[src/rtl/core/rc4_pkg.sv]
`default_nettype none
// ----------------------------------------------------------------------------
// rc4_pkg
// Shared constants, channel widths and the microcode table of the RC4 core.
// ----------------------------------------------------------------------------
package rc4_pkg;

  localparam int TABLE_DEPTH = 256;
  localparam int BYTE_W      = 8;
  localparam int CFG_INDEX_W = 2;
  localparam int CFG_DATA_W  = 64;
  localparam int KEY_LEN_W   = 5;

  localparam logic [CFG_INDEX_W-1:0] CFG_KEY_LOW  = 2'd0;
  localparam logic [CFG_INDEX_W-1:0] CFG_KEY_HIGH = 2'd1;
  localparam logic [CFG_INDEX_W-1:0] CFG_KEY_LEN  = 2'd2;

  localparam logic OP_SCHEDULE = 1'b0;
  localparam logic OP_DATA     = 1'b1;

  typedef logic [3:0] step_t;

  localparam step_t STEP_IDLE = 4'd0;
  localparam step_t STEP_FILL = 4'd1;
  localparam step_t STEP_K0   = 4'd2;
  localparam step_t STEP_K1   = 4'd3;
  localparam step_t STEP_K2   = 4'd4;
  localparam step_t STEP_K3   = 4'd5;
  localparam step_t STEP_KEND = 4'd6;
  localparam step_t STEP_D0   = 4'd7;
  localparam step_t STEP_D1   = 4'd8;
  localparam step_t STEP_D2   = 4'd9;
  localparam step_t STEP_D3   = 4'd10;
  localparam step_t STEP_D4   = 4'd11;
  localparam step_t STEP_ERR  = 4'd12;
  localparam step_t STEP_LAST = STEP_ERR;

  typedef enum logic [1:0] {WA_N, WA_I, WA_J} wa_sel_t;
  typedef enum logic [1:0] {WD_N, WD_RDATA, WD_SI} wd_sel_t;
  typedef enum logic [1:0] {RA_N, RA_I_NXT, RA_J_NXT, RA_T} ra_sel_t;
  typedef enum logic [1:0] {J_HOLD, J_KSA, J_PRG} j_op_t;
  typedef enum logic [1:0] {JC_NEXT, JC_ALWAYS, JC_N_NOT_MAX, JC_DISPATCH} jc_t;

  typedef struct packed {
    logic    we;
    wa_sel_t wa;
    wd_sel_t wd;
    ra_sel_t ra;
    j_op_t   jop;
    logic    i_inc;
    logic    n_inc;
    logic    k_inc;
    logic    si_ld;
    logic    sj_ld;
    logic    byp_ld;
    logic    emit;
    logic    emit_err;
    logic    finish;
    jc_t     jc;
    step_t   target;
  } ucode_t;

  function automatic ucode_t ucode_rom(input step_t step);
    ucode_t w;
    w = '0;
    w.wa = WA_N;
    w.wd = WD_N;
    w.ra = RA_N;
    w.jop = J_HOLD;
    w.jc = JC_NEXT;
    w.target = STEP_IDLE;
    unique case (step)
      STEP_IDLE: begin
        w.jc = JC_DISPATCH;
      end
      STEP_FILL: begin
        w.we = 1'b1;
        w.n_inc = 1'b1;
        w.jc = JC_N_NOT_MAX;
        w.target = STEP_FILL;
      end
      STEP_K0: begin
        w.ra = RA_N;
      end
      STEP_K1: begin
        w.jop = J_KSA;
        w.si_ld = 1'b1;
        w.ra = RA_J_NXT;
      end
      STEP_K2: begin
        w.we = 1'b1;
        w.wa = WA_N;
        w.wd = WD_RDATA;
      end
      STEP_K3: begin
        w.we = 1'b1;
        w.wa = WA_J;
        w.wd = WD_SI;
        w.n_inc = 1'b1;
        w.k_inc = 1'b1;
        w.jc = JC_N_NOT_MAX;
        w.target = STEP_K0;
      end
      STEP_KEND: begin
        w.finish = 1'b1;
        w.jc = JC_ALWAYS;
        w.target = STEP_IDLE;
      end
      STEP_D0: begin
        w.i_inc = 1'b1;
        w.ra = RA_I_NXT;
      end
      STEP_D1: begin
        w.jop = J_PRG;
        w.si_ld = 1'b1;
        w.ra = RA_J_NXT;
      end
      STEP_D2: begin
        w.we = 1'b1;
        w.wa = WA_I;
        w.wd = WD_RDATA;
        w.sj_ld = 1'b1;
      end
      STEP_D3: begin
        w.we = 1'b1;
        w.wa = WA_J;
        w.wd = WD_SI;
        w.ra = RA_T;
        w.byp_ld = 1'b1;
      end
      STEP_D4: begin
        w.ra = RA_T;
        w.emit = 1'b1;
        w.jc = JC_ALWAYS;
        w.target = STEP_IDLE;
      end
      STEP_ERR: begin
        w.emit_err = 1'b1;
        w.jc = JC_ALWAYS;
        w.target = STEP_IDLE;
      end
      default: begin
        w.jc = JC_ALWAYS;
        w.target = STEP_IDLE;
      end
    endcase
    return w;
  endfunction

endpackage
`default_nettype wire

[src/rtl/core/rc4_in_if.sv]
`default_nettype none
// ----------------------------------------------------------------------------
// rc4_in_if
// Input channel of the RC4 core: operation, data byte and end-of-message mark.
// ----------------------------------------------------------------------------
interface rc4_in_if;
  logic                        valid;
  logic                        ready;
  logic                        op;
  logic [rc4_pkg::BYTE_W-1:0]  data_in;
  logic                        last_byte;

  modport source (output valid, output op, output data_in, output last_byte, input ready);
  modport sink   (input valid, input op, input data_in, input last_byte, output ready);
endinterface
`default_nettype wire

[src/rtl/core/rc4_out_if.sv]
`default_nettype none
// ----------------------------------------------------------------------------
// rc4_out_if
// Result channel of the RC4 core: processed byte, end mark and key status.
// ----------------------------------------------------------------------------
interface rc4_out_if;
  logic                        valid;
  logic                        ready;
  logic [rc4_pkg::BYTE_W-1:0]  data_out;
  logic                        last_out;
  logic                        not_keyed;

  modport source (output valid, output data_out, output last_out, output not_keyed,
                  input ready);
  modport sink   (input valid, input data_out, input last_out, input not_keyed,
                  output ready);
endinterface
`default_nettype wire

[src/rtl/core/rc4_cfg_if.sv]
`default_nettype none
// ----------------------------------------------------------------------------
// rc4_cfg_if
// Register write channel of the RC4 core: register index and write data.
// ----------------------------------------------------------------------------
interface rc4_cfg_if;
  logic                             valid;
  logic                             ready;
  logic [rc4_pkg::CFG_INDEX_W-1:0]  index;
  logic [rc4_pkg::CFG_DATA_W-1:0]   data;

  modport source (output valid, output index, output data, input ready);
  modport sink   (input valid, input index, input data, output ready);
endinterface
`default_nettype wire

[src/rtl/core/rc4_ram.sv]
`default_nettype none
// ----------------------------------------------------------------------------
// rc4_ram
// Generic memory with one write port and one registered read port.
// A read at the address being written returns the old contents.
// ----------------------------------------------------------------------------
module rc4_ram #(
  parameter int WIDTH = 8,
  parameter int DEPTH = 256
) (
  input  wire logic                     clk,
  input  wire logic                     we,
  input  wire logic [$clog2(DEPTH)-1:0] waddr,
  input  wire logic [WIDTH-1:0]         wdata,
  input  wire logic [$clog2(DEPTH)-1:0] raddr,
  output logic      [WIDTH-1:0]         rdata
);

  logic [WIDTH-1:0] mem [DEPTH];

  always_ff @(posedge clk) begin
    if (we) begin
      mem[waddr] <= wdata;
    end
    rdata <= mem[raddr];
  end

endmodule
`default_nettype wire

[src/rtl/core/rc4_stream_cipher.sv]
`default_nettype none
// ----------------------------------------------------------------------------
// rc4_stream_cipher
// RC4 core run by a small microprogram over a 256-byte permutation memory.
//
//   Channel  Direction  Payload                          Transaction
//   in_ch    sink       op, data_in, last_byte           one key schedule or data byte
//   out_ch   source     data_out, last_out, not_keyed    one result per data byte
//   cfg_ch   sink       index, data                      one register write
//
// A data byte runs through steps D0 to D4 before the core takes the next input; its
// result is registered at step D4. The swap needs two reads and two
// writes plus the keystream read on the single read and single write port.
// A key schedule runs a fill pass, then one swap step per entry through K0 to K3.
// Reset is synchronous; the permutation memory has no reset and no clearing pass.
// A full output register that is not taken holds the sequencer at the result step.
// ----------------------------------------------------------------------------
module rc4_stream_cipher #(
  parameter int MAX_KEY_BYTES = 16
) (
  input wire logic clk,
  input wire logic rst_n,
  rc4_in_if.sink   in_ch,
  rc4_out_if.source out_ch,
  rc4_cfg_if.sink  cfg_ch
);

  localparam int KW = (MAX_KEY_BYTES > 1) ? $clog2(MAX_KEY_BYTES) : 1;
  localparam int KD = 1 << KW;
  localparam int AW = $clog2(rc4_pkg::TABLE_DEPTH);

  rc4_pkg::ucode_t uc;

  rc4_pkg::step_t step_r, step_nxt;
  logic [AW-1:0]  n_r, n_nxt;
  logic [KW-1:0]  k_r, k_nxt;
  logic [7:0]     i_r, i_nxt;
  logic [7:0]     j_r, j_nxt;
  logic [7:0]     si_r, sj_r;
  logic           byp_r;
  logic           keyed_r;
  logic [7:0]     din_r;
  logic           last_r;

  logic [7:0]     key_r [KD];
  logic [rc4_pkg::KEY_LEN_W-1:0] klen_r;
  logic [KW:0]    len_eff;
  logic [KW:0]    k_plus;

  logic           out_valid_r;
  logic [7:0]     out_data_r;
  logic           out_last_r;
  logic           out_nk_r;

  logic           ram_we;
  logic [AW-1:0]  ram_waddr, ram_raddr;
  logic [7:0]     ram_wdata, ram_rdata;
  logic [7:0]     t_addr;
  logic [7:0]     ks;

  logic           in_accept;
  logic           cfg_accept;
  logic           out_free;
  logic           hold;

  assign uc         = rc4_pkg::ucode_rom(step_r);
  assign in_ch.ready = (step_r == rc4_pkg::STEP_IDLE);
  assign in_accept  = in_ch.valid && in_ch.ready;
  assign cfg_ch.ready = 1'b1;
  assign cfg_accept = cfg_ch.valid && cfg_ch.ready;
  assign out_free   = !out_valid_r || out_ch.ready;
  assign hold       = (uc.emit || uc.emit_err) && !out_free;

  assign t_addr = si_r + sj_r;
  assign ks     = byp_r ? si_r : ram_rdata;

  always_comb begin
    priority if (klen_r == '0) begin
      len_eff = (KW+1)'(1);
    end else if (klen_r > rc4_pkg::KEY_LEN_W'(MAX_KEY_BYTES)) begin
      len_eff = (KW+1)'(MAX_KEY_BYTES);
    end else begin
      len_eff = klen_r[KW:0];
    end
  end

  assign k_plus = {1'b0, k_r} + 1'b1;

  always_comb begin
    unique case (uc.jop)
      rc4_pkg::J_KSA: j_nxt = j_r + ram_rdata + key_r[k_r];
      rc4_pkg::J_PRG: j_nxt = j_r + ram_rdata;
      default:        j_nxt = j_r;
    endcase
    if (in_accept && (in_ch.op == rc4_pkg::OP_SCHEDULE)) begin
      j_nxt = '0;
    end
  end

  always_comb begin
    unique case (uc.wa)
      rc4_pkg::WA_I: ram_waddr = i_r;
      rc4_pkg::WA_J: ram_waddr = j_r;
      default:       ram_waddr = n_r;
    endcase
    unique case (uc.wd)
      rc4_pkg::WD_RDATA: ram_wdata = ram_rdata;
      rc4_pkg::WD_SI:    ram_wdata = si_r;
      default:           ram_wdata = n_r;
    endcase
    unique case (uc.ra)
      rc4_pkg::RA_N:     ram_raddr = n_r;
      rc4_pkg::RA_I_NXT: ram_raddr = i_r + 8'd1;
      rc4_pkg::RA_J_NXT: ram_raddr = j_nxt;
      rc4_pkg::RA_T:     ram_raddr = t_addr;
    endcase
    ram_we = uc.we;
  end

  always_comb begin
    step_nxt = step_r;
    n_nxt    = uc.n_inc ? n_r + 1'b1 : n_r;
    k_nxt    = k_r;
    if (uc.k_inc) begin
      k_nxt = (k_plus >= len_eff) ? '0 : k_plus[KW-1:0];
    end
    i_nxt = uc.i_inc ? i_r + 8'd1 : i_r;
    unique case (uc.jc)
      rc4_pkg::JC_NEXT: begin
        step_nxt = rc4_pkg::step_t'(step_r + 1'b1);
      end
      rc4_pkg::JC_ALWAYS: begin
        step_nxt = uc.target;
      end
      rc4_pkg::JC_N_NOT_MAX: begin
        step_nxt = (n_r != '1) ? uc.target : rc4_pkg::step_t'(step_r + 1'b1);
      end
      rc4_pkg::JC_DISPATCH: begin
        if (in_accept) begin
          n_nxt = '0;
          k_nxt = '0;
          priority if (in_ch.op == rc4_pkg::OP_SCHEDULE) begin
            step_nxt = rc4_pkg::STEP_FILL;
          end else if (keyed_r) begin
            step_nxt = rc4_pkg::STEP_D0;
          end else begin
            step_nxt = rc4_pkg::STEP_ERR;
          end
        end
      end
    endcase
    if (hold) begin
      step_nxt = step_r;
    end
    if (uc.finish) begin
      i_nxt = '0;
    end
  end

  always_ff @(posedge clk) begin
    if (!rst_n) begin
      step_r  <= rc4_pkg::STEP_IDLE;
      keyed_r <= 1'b0;
      i_r     <= '0;
      j_r     <= '0;
      n_r     <= '0;
      k_r     <= '0;
    end else begin
      step_r <= step_nxt;
      n_r    <= n_nxt;
      k_r    <= k_nxt;
      i_r    <= i_nxt;
      j_r    <= uc.finish ? 8'd0 : j_nxt;
      if (uc.finish) begin
        keyed_r <= 1'b1;
      end
    end
  end

  always_ff @(posedge clk) begin
    if (in_accept) begin
      din_r  <= in_ch.data_in;
      last_r <= in_ch.last_byte;
    end
    if (uc.si_ld) begin
      si_r <= ram_rdata;
    end
    if (uc.sj_ld) begin
      sj_r <= ram_rdata;
    end
    if (uc.byp_ld) begin
      byp_r <= (t_addr == j_r);
    end
  end

  always_ff @(posedge clk) begin
    if (!rst_n) begin
      klen_r <= rc4_pkg::KEY_LEN_W'(16);
      for (int b = 0; b < KD; b++) begin
        key_r[b] <= '0;
      end
    end else if (cfg_accept) begin
      unique case (cfg_ch.index)
        rc4_pkg::CFG_KEY_LOW, rc4_pkg::CFG_KEY_HIGH: begin
          for (int b = 0; b < KD; b++) begin
            if ((b < MAX_KEY_BYTES) &&
                (cfg_ch.index == ((b < 8) ? rc4_pkg::CFG_KEY_LOW : rc4_pkg::CFG_KEY_HIGH))) begin
              key_r[b] <= cfg_ch.data[8*(b%8) +: 8];
            end
          end
        end
        rc4_pkg::CFG_KEY_LEN: begin
          klen_r <= cfg_ch.data[rc4_pkg::KEY_LEN_W-1:0];
        end
        default: begin
        end
      endcase
    end
  end

  always_ff @(posedge clk) begin
    if (!rst_n) begin
      out_valid_r <= 1'b0;
    end else if (uc.emit && out_free) begin
      out_valid_r <= 1'b1;
    end else if (uc.emit_err && out_free) begin
      out_valid_r <= 1'b1;
    end else if (out_ch.ready) begin
      out_valid_r <= 1'b0;
    end
  end

  always_ff @(posedge clk) begin
    if (uc.emit && out_free) begin
      out_data_r <= din_r ^ ks;
      out_last_r <= last_r;
      out_nk_r   <= 1'b0;
    end else if (uc.emit_err && out_free) begin
      out_data_r <= '0;
      out_last_r <= last_r;
      out_nk_r   <= 1'b1;
    end
  end

  assign out_ch.valid     = out_valid_r;
  assign out_ch.data_out  = out_data_r;
  assign out_ch.last_out  = out_last_r;
  assign out_ch.not_keyed = out_nk_r;

  rc4_ram #(
    .WIDTH (rc4_pkg::BYTE_W),
    .DEPTH (rc4_pkg::TABLE_DEPTH)
  ) u_perm (
    .clk   (clk),
    .we    (ram_we),
    .waddr (ram_waddr),
    .wdata (ram_wdata),
    .raddr (ram_raddr),
    .rdata (ram_rdata)
  );

  a_err_zero: assert property (@(posedge clk) disable iff (!rst_n)
    out_valid_r && out_nk_r |-> out_data_r == '0)
    else $error("Error result carries a nonzero byte.");

  a_keyed_result: assert property (@(posedge clk) disable iff (!rst_n)
    out_valid_r && !out_nk_r |-> keyed_r)
    else $error("Keystream result issued before any key schedule.");

  a_keyed_sticky: assert property (@(posedge clk) disable iff (!rst_n)
    $past(rst_n) |-> !$fell(keyed_r))
    else $error("Key status dropped without reset.");

  a_step_range: assert property (@(posedge clk) disable iff (!rst_n)
    step_r <= rc4_pkg::STEP_LAST)
    else $error("Step counter left the microprogram.");

endmodule
`default_nettype wire

[src/flat_wrapper.sv]
// flat-port wrapper written by rule: the top's interface ports become plain ports
module rc4_stream_cipher_flat 
#(
  parameter int MAX_KEY_BYTES = 16
)
  (clk, rst_n, in_ch_valid, in_ch_op, in_ch_data_in, in_ch_last_byte, in_ch_ready, out_ch_valid, out_ch_data_out, out_ch_last_out, out_ch_not_keyed, out_ch_ready, cfg_ch_valid, cfg_ch_index, cfg_ch_data, cfg_ch_ready);
  rc4_in_if in_ch_i ();
  rc4_out_if out_ch_i ();
  rc4_cfg_if cfg_ch_i ();
  input wire logic clk;
  input wire logic rst_n;
  input wire logic [$bits(in_ch_i.valid)-1:0] in_ch_valid;
  input wire logic [$bits(in_ch_i.op)-1:0] in_ch_op;
  input wire logic [$bits(in_ch_i.data_in)-1:0] in_ch_data_in;
  input wire logic [$bits(in_ch_i.last_byte)-1:0] in_ch_last_byte;
  output wire logic [$bits(in_ch_i.ready)-1:0] in_ch_ready;
  output wire logic [$bits(out_ch_i.valid)-1:0] out_ch_valid;
  output wire logic [$bits(out_ch_i.data_out)-1:0] out_ch_data_out;
  output wire logic [$bits(out_ch_i.last_out)-1:0] out_ch_last_out;
  output wire logic [$bits(out_ch_i.not_keyed)-1:0] out_ch_not_keyed;
  input wire logic [$bits(out_ch_i.ready)-1:0] out_ch_ready;
  input wire logic [$bits(cfg_ch_i.valid)-1:0] cfg_ch_valid;
  input wire logic [$bits(cfg_ch_i.index)-1:0] cfg_ch_index;
  input wire logic [$bits(cfg_ch_i.data)-1:0] cfg_ch_data;
  output wire logic [$bits(cfg_ch_i.ready)-1:0] cfg_ch_ready;
  assign in_ch_i.valid = in_ch_valid;
  assign in_ch_i.op = in_ch_op;
  assign in_ch_i.data_in = in_ch_data_in;
  assign in_ch_i.last_byte = in_ch_last_byte;
  assign in_ch_ready = in_ch_i.ready;
  assign out_ch_valid = out_ch_i.valid;
  assign out_ch_data_out = out_ch_i.data_out;
  assign out_ch_last_out = out_ch_i.last_out;
  assign out_ch_not_keyed = out_ch_i.not_keyed;
  assign out_ch_i.ready = out_ch_ready;
  assign cfg_ch_i.valid = cfg_ch_valid;
  assign cfg_ch_i.index = cfg_ch_index;
  assign cfg_ch_i.data = cfg_ch_data;
  assign cfg_ch_ready = cfg_ch_i.ready;
  rc4_stream_cipher #(.MAX_KEY_BYTES(MAX_KEY_BYTES)) u_core (.clk(clk), .rst_n(rst_n), .in_ch(in_ch_i), .out_ch(out_ch_i), .cfg_ch(cfg_ch_i));
endmodule
[config.mk]
export PLATFORM = sky130hd
export DESIGN_NAME = rc4_stream_cipher_flat
export DESIGN_NICKNAME = d
export VERILOG_FILES = /design/src/rtl/core/rc4_pkg.sv /design/src/rtl/core/rc4_in_if.sv /design/src/rtl/core/rc4_out_if.sv /design/src/rtl/core/rc4_cfg_if.sv /design/src/rtl/core/rc4_ram.sv /design/src/rtl/core/rc4_stream_cipher.sv /design/src/flat_wrapper.sv
export SDC_FILE = /design/constraint.sdc
export NUM_CORES = 2
export LEC_CHECK = 0
export ABC_AREA = 1
export BUFFER_PORTS_ARGS = -buffer_cell sky130_fd_sc_hd__buf_2
export CORE_ASPECT_RATIO = 1.1
export CORE_MARGIN = 3
export CORE_UTILIZATION = 30
export DETAILED_ROUTE_END_ITERATION = 8
export SKIP_CTS_REPAIR_TIMING = 1
export SYNTH_ARGS = -nofsm -noshare
export SYNTH_HDL_FRONTEND = slang
export SYNTH_SLANG_ARGS = --single-unit
[constraint.sdc]
create_clock -name clk -period 26.1 [get_ports clk]
set_clock_uncertainty 0.05 [all_clocks]
set_input_delay 1.305 -clock clk [delete_from_list [all_inputs] [get_ports clk]]
set_output_delay 1.305 -clock clk [all_outputs]
set_load 0.1 [all_outputs]
== Word-level counts from Yosys, hierarchy flattened ==
Memories as Yosys holds them, arrays and structs flattened. A register that Yosys moved wholly into a read port is not among the register bits.
Index checks and enable logic that the tools add are counted.

* Memory bits (writable): 2176
* Memories: 2
* Input bits: 81
* Output and inout bits: 13
* Flip-flop bits (word level): 75

* Bitwise gates (word level): 20
* Add/sub/neg operators: 7
* Multiplexer cells: 72
* Reductions and logical operators: 26
* Eq/ne operators: 29
* Order comparisons: 2

{| class="wikitable"
|+ Memory list
! memory !! depth !! bits a word !! read ports !! clocked after Yosys merged registers in !! wr ports !! line !! RTL
|-
| u_core.u_perm.mem || 256 || 8 || 1 || 1 || 1 || rc4_ram.sv:19 || <nowiki>logic [WIDTH-1:0] mem [DEPTH];</nowiki>
|-
| u_core.key_r || 16 || 8 || 1 || 1 || 16 || rc4_stream_cipher.sv:45 || <nowiki>logic [7:0] key_r [KD];</nowiki>
|}

{| class="wikitable"
|+ Operators by type and width
! cell !! number
|-
| 8-bit 2-to-1 mux || 23
|-
| 8-bit case mux with 2 select lines || 3
|-
| 4-bit 2-to-1 mux || 9
|-
| 8-bit case mux with 4 select lines || 1
|-
| 1-bit 2-to-1 mux || 28
|-
| 8-bit adder || 3
|-
| 4-bit == test, second input constant || 5
|-
| 8-bit by 1-bit adder with 8-bit output, second input constant || 2
|-
| 2-bit == test, second input constant || 8
|-
| 4-bit by 3-bit == test with 1-bit output, second input constant || 4
|-
| 1-bit bitwise OR || 16
|-
| 4-bit case mux with 4 select lines || 1
|-
| 2-bit by 1-bit == test with 1-bit output, second input constant || 6
|-
| 2-bit case mux with 3 select lines || 2
|-
| 4-bit case mux with 3 select lines || 1
|-
| 2-bit OR reduction || 6
|-
| 5-bit 2-to-1 mux || 2
|-
| 4-bit by 2-bit == test with 1-bit output, second input constant || 2
|-
| 8-bit == test || 1
|-
| 8-bit inequality test, second input constant || 1
|-
| 2-bit case mux with 2 select lines || 2
|-
| 8-bit bitwise XOR || 1
|-
| 7-bit OR reduction || 1
|-
| 2-bit zero test || 3
|-
| 16 further kinds || 25
|}

== Depth between registers and ports, before layout ==
* Word-level depth: 9
* Depth in mapped cells: 33
* Depth with buffers taken out: 29

== Modules after synthesis ==
Synthesis repeated with hierarchy kept, for this count alone.

* Cell total of the unflattened synthesis: 8262
* Area, all modules: 94536.9 µm²

{| class="wikitable"
|+ Modules (own cells, without submodules)
! module !! instances !! area an instance (µm²) !! cells each !! seq. area each (µm²)
|-
| rc4_ram || 1 || 83396.2 || 7003 || 61659.1
|-
| rc4_stream_cipher || 1 || 11140.7 || 1259 || 5695.5
|}

== Least setup slack after synthesis ==
No wires, ideal clock.

* Path kind: register -> register
* From: register u_core.step_r[3]
* To: memory u_core.u_perm.mem[0][0], data pin
* Slack: 15337 ps
* Period minus slack after synthesis: 10763 ps
* Stages on the path, launching flop included: 11
* Arrival time: 9083 ps
* Data required time: 24421 ps
* Path through: dfxtp_1 -> inv_2 -> nor2_2 -> inv_1 -> nor2_1 -> inv_1 -> nand2_1 -> ha_1 -> clkbuf_1 -> clkbuf_1 -> a22oi_1

* Longest elaborated chain between the ends: 5

{| class="wikitable"
|+ Ends and longest elaborated chain
! element !! line !! RTL
|-
| from (decl) || rc4_stream_cipher.sv:34 || <nowiki>rc4_pkg::step_t step_r, step_nxt;</nowiki>
|-
| from (signal assigned) || rc4_stream_cipher.sv:162 || <nowiki>step_r <= rc4_pkg::STEP_IDLE;</nowiki>
|-
| from (signal assigned) || rc4_stream_cipher.sv:169 || <nowiki>step_r <= step_nxt;</nowiki>
|-
| 4-bit by 3-bit == test with 1-bit output or 4-bit == test (tied branches) || rc4_pkg.sv:72 || <nowiki>unique case (step)</nowiki>
|-
| 2-bit OR reduction (no line) || - ||
|-
| 4-bit case mux with 3 select lines (*) || rc4_pkg.sv:72 ||
|-
| 2-bit == test or 2-bit by 1-bit == test with 1-bit output (tied branches) || rc4_stream_cipher.sv:106 || <nowiki>unique case (uc.wd)</nowiki>
|-
| 8-bit case mux with 2 select lines (*) || rc4_stream_cipher.sv:106 ||
|-
| net u_core.ram_wdata[0] || rc4_stream_cipher.sv:57 || <nowiki>logic [7:0] ram_wdata, ram_rdata;</nowiki>
|-
| to (decl) || rc4_ram.sv:19 ||
|}

The timed path passes the listed nets; every way through them passes the cells marked *.

==> results.ini <==
[drt]
antenna_left=0
totalWireLength_mm=270
drcViolationCount=0
drt_iter0_drc=7787
post_dr_vias_cell=5.18
vias=64700
detail_route.wl_per_cell_um=21.6
drt_pass1_iterations=6

[pwr]
power_leakage_nw=37.0
vdd.ir_drop.worst_v=0.000244
power_per_cell_area_mw_per_mm2=142

[place]
place.detailed.hpwl_mm=146
last_weighted_congestion_value_of_the_routability_driven_placer=0.842
placed_cell_area_mm2=0.0989
numPortBuffers=92
placedCellCount=12100
place_ws_ps=18140

[synth]
synth_enable_flop_cells=2211
mappedNetlistNets=8423
yosys_warnings=0
synth_top_flop_cell=sky130_fd_sc_hd__edfxtp_1
syn_avg_cell_area_um2=11.4
ys_async_sr_fraction_pct=0
number_of_synthesized_register_bits=2259
synthCells=8299
fraction_of_the_yosys_area_taken_by_sequential_cells_pct=70.9
synth_top_area_cell=sky130_fd_sc_hd__edfxtp_1
synth.distinct_cells=58
post_synth_instance_area_mm2=0.0950
ys_top_cells_by_area=sky130_fd_sc_hd__edfxtp_1, sky130_fd_sc_hd__nand3_1, sky130_fd_sc_hd__nand2_1
yosysTopAreaCellShare_pct=69.9

[finish]
finish.cell_count_without_fillers=12500
filler_cell_count=30800
finalInstanceArea_mm2=0.106
leading_cell_types_in_the_layout_fill_and_taps_excluded=sky130_fd_sc_hd__nand3_1, sky130_fd_sc_hd__edfxtp_1, sky130_fd_sc_hd__nand2_1
drive_above_1_share_pct=6.49
finalNetCount=8276
flow.area_growth_from_synthesis_pct=11.4
final_common_cell=sky130_fd_sc_hd__nand3_1

[sta]
final_report_hold_violation_count=0
rsz0062_at_grt=false
achievable-frequency_mhz=125
final_min_period_over_clock_period_pct=30.5
final.min_clock_period_ps=7970
worst_slew_pin_slew_ps=1360
totalNegativeSetupSlack_ps=0
finalMaxSlewViolations=0
finalSetupViolCount=0
worst_slack_ps=18130
max_slew_margin_pct=9.46

[die]
initial_core_util_pct=30.2
floorplan.die_area_mm2=0.323
io_pins=94
die_h_um=596
design.core.area_mm2=0.315
floorplan.die.width_um=543
floorplan.rows=216

[global_routing]
grt_pass1_wl_mm=403
grt_pass1_vias=62600
grt_antenna_before_repair=8
grtUsageMet2_pct=25.9
grt_busiest_layer=met2
global_route.usage.met3_pct=2.97
groute.layer.met1.usage_pct=21.8
pin_count_of_the_biggest_net_entering_global_routing=237
track_usage_pct=16.2
grt.overflow.total=0

[setup_path]
reg2reg_from=u_core.k_r[1]$_SDFF_PN0_
worstPathMaxFanout=216
startpoint_types=register
path_class=register to register
rrSetupSlack_ps=18130
timing.reg2reg.worst_path_depth=26
timing.critical_path.required_ps=26850
critPathCaptureType=register
rr_endpoint=u_core.u_perm.rdata[5]$_DFF_P_
crit_arrival_ps=8720

[min_path]
hold_end=u_core.out_ch.last_out$_DFFE_PP_
hold_path_depth=0
hold_start=u_core.last_r$_DFFE_PP_
hold_path.class=register to register

[clock_network]
cts.sink_count=2259
cts_buffers=221
path_clk_slew_ps=70
tritoncts=done
htreeDepth=4
clockRootBuffer=sky130_fd_sc_hd__clkbuf_16
insertion_delay_to_the_later_sink_of_the_worst_skew_pair_ps=880
cts.path.max_buffers=3

[run_status]
run_status=completed

[run]
max-cap-violations=0

[report_power, final]
part / internal (mW) / total, mW / switching (mW)
clock: 1.68 / 3.08 / 1.40
combinational: 1.59 / 6.86 / 5.28
sequential: 4.95 / 5.03 / 0.0779
[worst max-delay path: stages (launching register included)]
cell                       delay, ps
sky130_fd_sc_hd__dfxtp_1         850
sky130_fd_sc_hd__clkinv_1        750
sky130_fd_sc_hd__o21ai_0         240
sky130_fd_sc_hd__o22ai_1          90
sky130_fd_sc_hd__o21ai_0         150
sky130_fd_sc_hd__nand2_1         130
sky130_fd_sc_hd__ha_1            290
sky130_fd_sc_hd__nand2_1          60
sky130_fd_sc_hd__nand2_1          60
sky130_fd_sc_hd__nand2_1          60
sky130_fd_sc_hd__nand2_1          50
sky130_fd_sc_hd__nand2_1         100
sky130_fd_sc_hd__nor2_1          110
sky130_fd_sc_hd__o21bai_4        660
sky130_fd_sc_hd__buf_4           840
sky130_fd_sc_hd__buf_4           920
sky130_fd_sc_hd__buf_12          690
sky130_fd_sc_hd__nand2_1         140
sky130_fd_sc_hd__nand3_1         130
sky130_fd_sc_hd__nand3_1         130
sky130_fd_sc_hd__nand3_1         140
sky130_fd_sc_hd__nand3_1         160
sky130_fd_sc_hd__nand3_1         190
sky130_fd_sc_hd__nand3_1         170
sky130_fd_sc_hd__nand2_1         120
sky130_fd_sc_hd__nand2_1         240
sky130_fd_sc_hd__nand2_1         130
[routing by layer]
| metal | share of wire (%) | up-vias |
|---|---|---|
| met3 | 8.7 | 525 |
| met5 | 0.021 | - |
| met1 | 41 | 32000 |
| met4 | 3.8 | 8 |
| li1 | - | 29100 |
| met2 | 47 | 3027 |
[layout make-up]
type                    count  area, µm²  share of cell area (%)
multi-input cells        5237      24000                    22.7
clock buffers             277       5800                    5.48
flip-flops and latches   2259      67400                    63.6
well taps                4142       5180                    4.90
inverters                 249        957                   0.904
repair buffers            184       1360                    1.29
clock inverters           141       1170                    1.11
diodes                      1       2.50                 0.00236
[state kept, by name, indices dropped and copies added (netlist names)]
signal	count
u_core.sj_r	8
u_core.i_r	8
u_core.out_ch.valid	1
u_core.si_r	8
u_core.n_r	8
u_core.key_r	128
u_core.din_r	8
u_core.last_r	1
u_core.u_perm.mem	2048
u_core.keyed_r	1
u_core.step_r	4
u_core.out_ch.not_keyed	1
u_core.out_ch.data_out	8
u_core.out_ch.last_out	1
u_core.klen_r	5
u_core.byp_r	1
u_core.k_r	4
u_core.j_r	8
u_core.u_perm.rdata	8
[kinds of logic (layout without fill, tap and decap cells)]
kind of cell               count (synthesis)  in the layout  share of synthesized area [%]
and+or+nand+nor                         4934           4934                           22.8
DFF                                     2259           2259                           70.9
buffers and inverters                    803            851                           4.00
AOI/OAI and AO/OA                        228            228                           1.43
adders and majority gates                 43             43                          0.590
xor gates and xnor gates                  23             23                          0.212
muxes                                      8              8                         0.0843
other                                      1              2                        0.00395
[stage by stage]
step	power (mW)	utilization [%]	hold WS, ps
final	15.0	33.6	368
after floorplan	9.84	-	350
after detailed placement	11.9	31.4	370
after CTS	15.0	33.6	370
after global routing	15.8	33.6	374
after global placement	11.8	31.4	351
[Yosys cell counts (8+ instances only)]
| cell | count |
|---|---|
| sky130_fd_sc_hd__a21oi_1 | 63 |
| sky130_fd_sc_hd__a22oi_1 | 10 |
| sky130_fd_sc_hd__buf_1 | 23 |
| sky130_fd_sc_hd__buf_2 | 303 |
| sky130_fd_sc_hd__buf_4 | 29 |
| sky130_fd_sc_hd__buf_6 | 35 |
| sky130_fd_sc_hd__clkbuf_1 | 161 |
| sky130_fd_sc_hd__dfxtp_1 | 48 |
| sky130_fd_sc_hd__edfxtp_1 | 2211 |
| sky130_fd_sc_hd__ha_1 | 40 |
| sky130_fd_sc_hd__inv_1 | 242 |
| sky130_fd_sc_hd__mux2i_1 | 8 |
| sky130_fd_sc_hd__nand2_1 | 2205 |
| sky130_fd_sc_hd__nand3_1 | 2229 |
| sky130_fd_sc_hd__nand3b_1 | 12 |
| sky130_fd_sc_hd__nand4_1 | 19 |
| sky130_fd_sc_hd__nor2_1 | 375 |
| sky130_fd_sc_hd__nor3_1 | 23 |
| sky130_fd_sc_hd__nor4_1 | 49 |
| sky130_fd_sc_hd__o211ai_1 | 11 |
| sky130_fd_sc_hd__o21ai_0 | 86 |
| sky130_fd_sc_hd__o22ai_1 | 8 |
| sky130_fd_sc_hd__xor2_1 | 19 |
[worst max path at each step]
stage / slack (ps) / start / cells after the start / endpoint
floorplan: 15340 / u_core.step_r[3]$_SDFFE_PN0P_ / 10 / u_core.u_perm.mem[0][0]$_DFFE_PP_
global placement: 18210 / u_core.k_r[1]$_SDFF_PN0_ / 26 / u_core.u_perm.rdata[6]$_DFF_P_
detailed placement: 18140 / u_core.k_r[1]$_SDFF_PN0_ / 26 / u_core.u_perm.rdata[6]$_DFF_P_
CTS: 18140 / u_core.k_r[1]$_SDFF_PN0_ / 26 / u_core.u_perm.rdata[6]$_DFF_P_
global route: 17500 / u_core.k_r[1]$_SDFF_PN0_ / 26 / u_core.u_perm.rdata[5]$_DFF_P_
finish: 18130 / u_core.k_r[1]$_SDFF_PN0_ / 26 / u_core.u_perm.rdata[5]$_DFF_P_
Note: power is estimated with default switching activity, not from simulation.
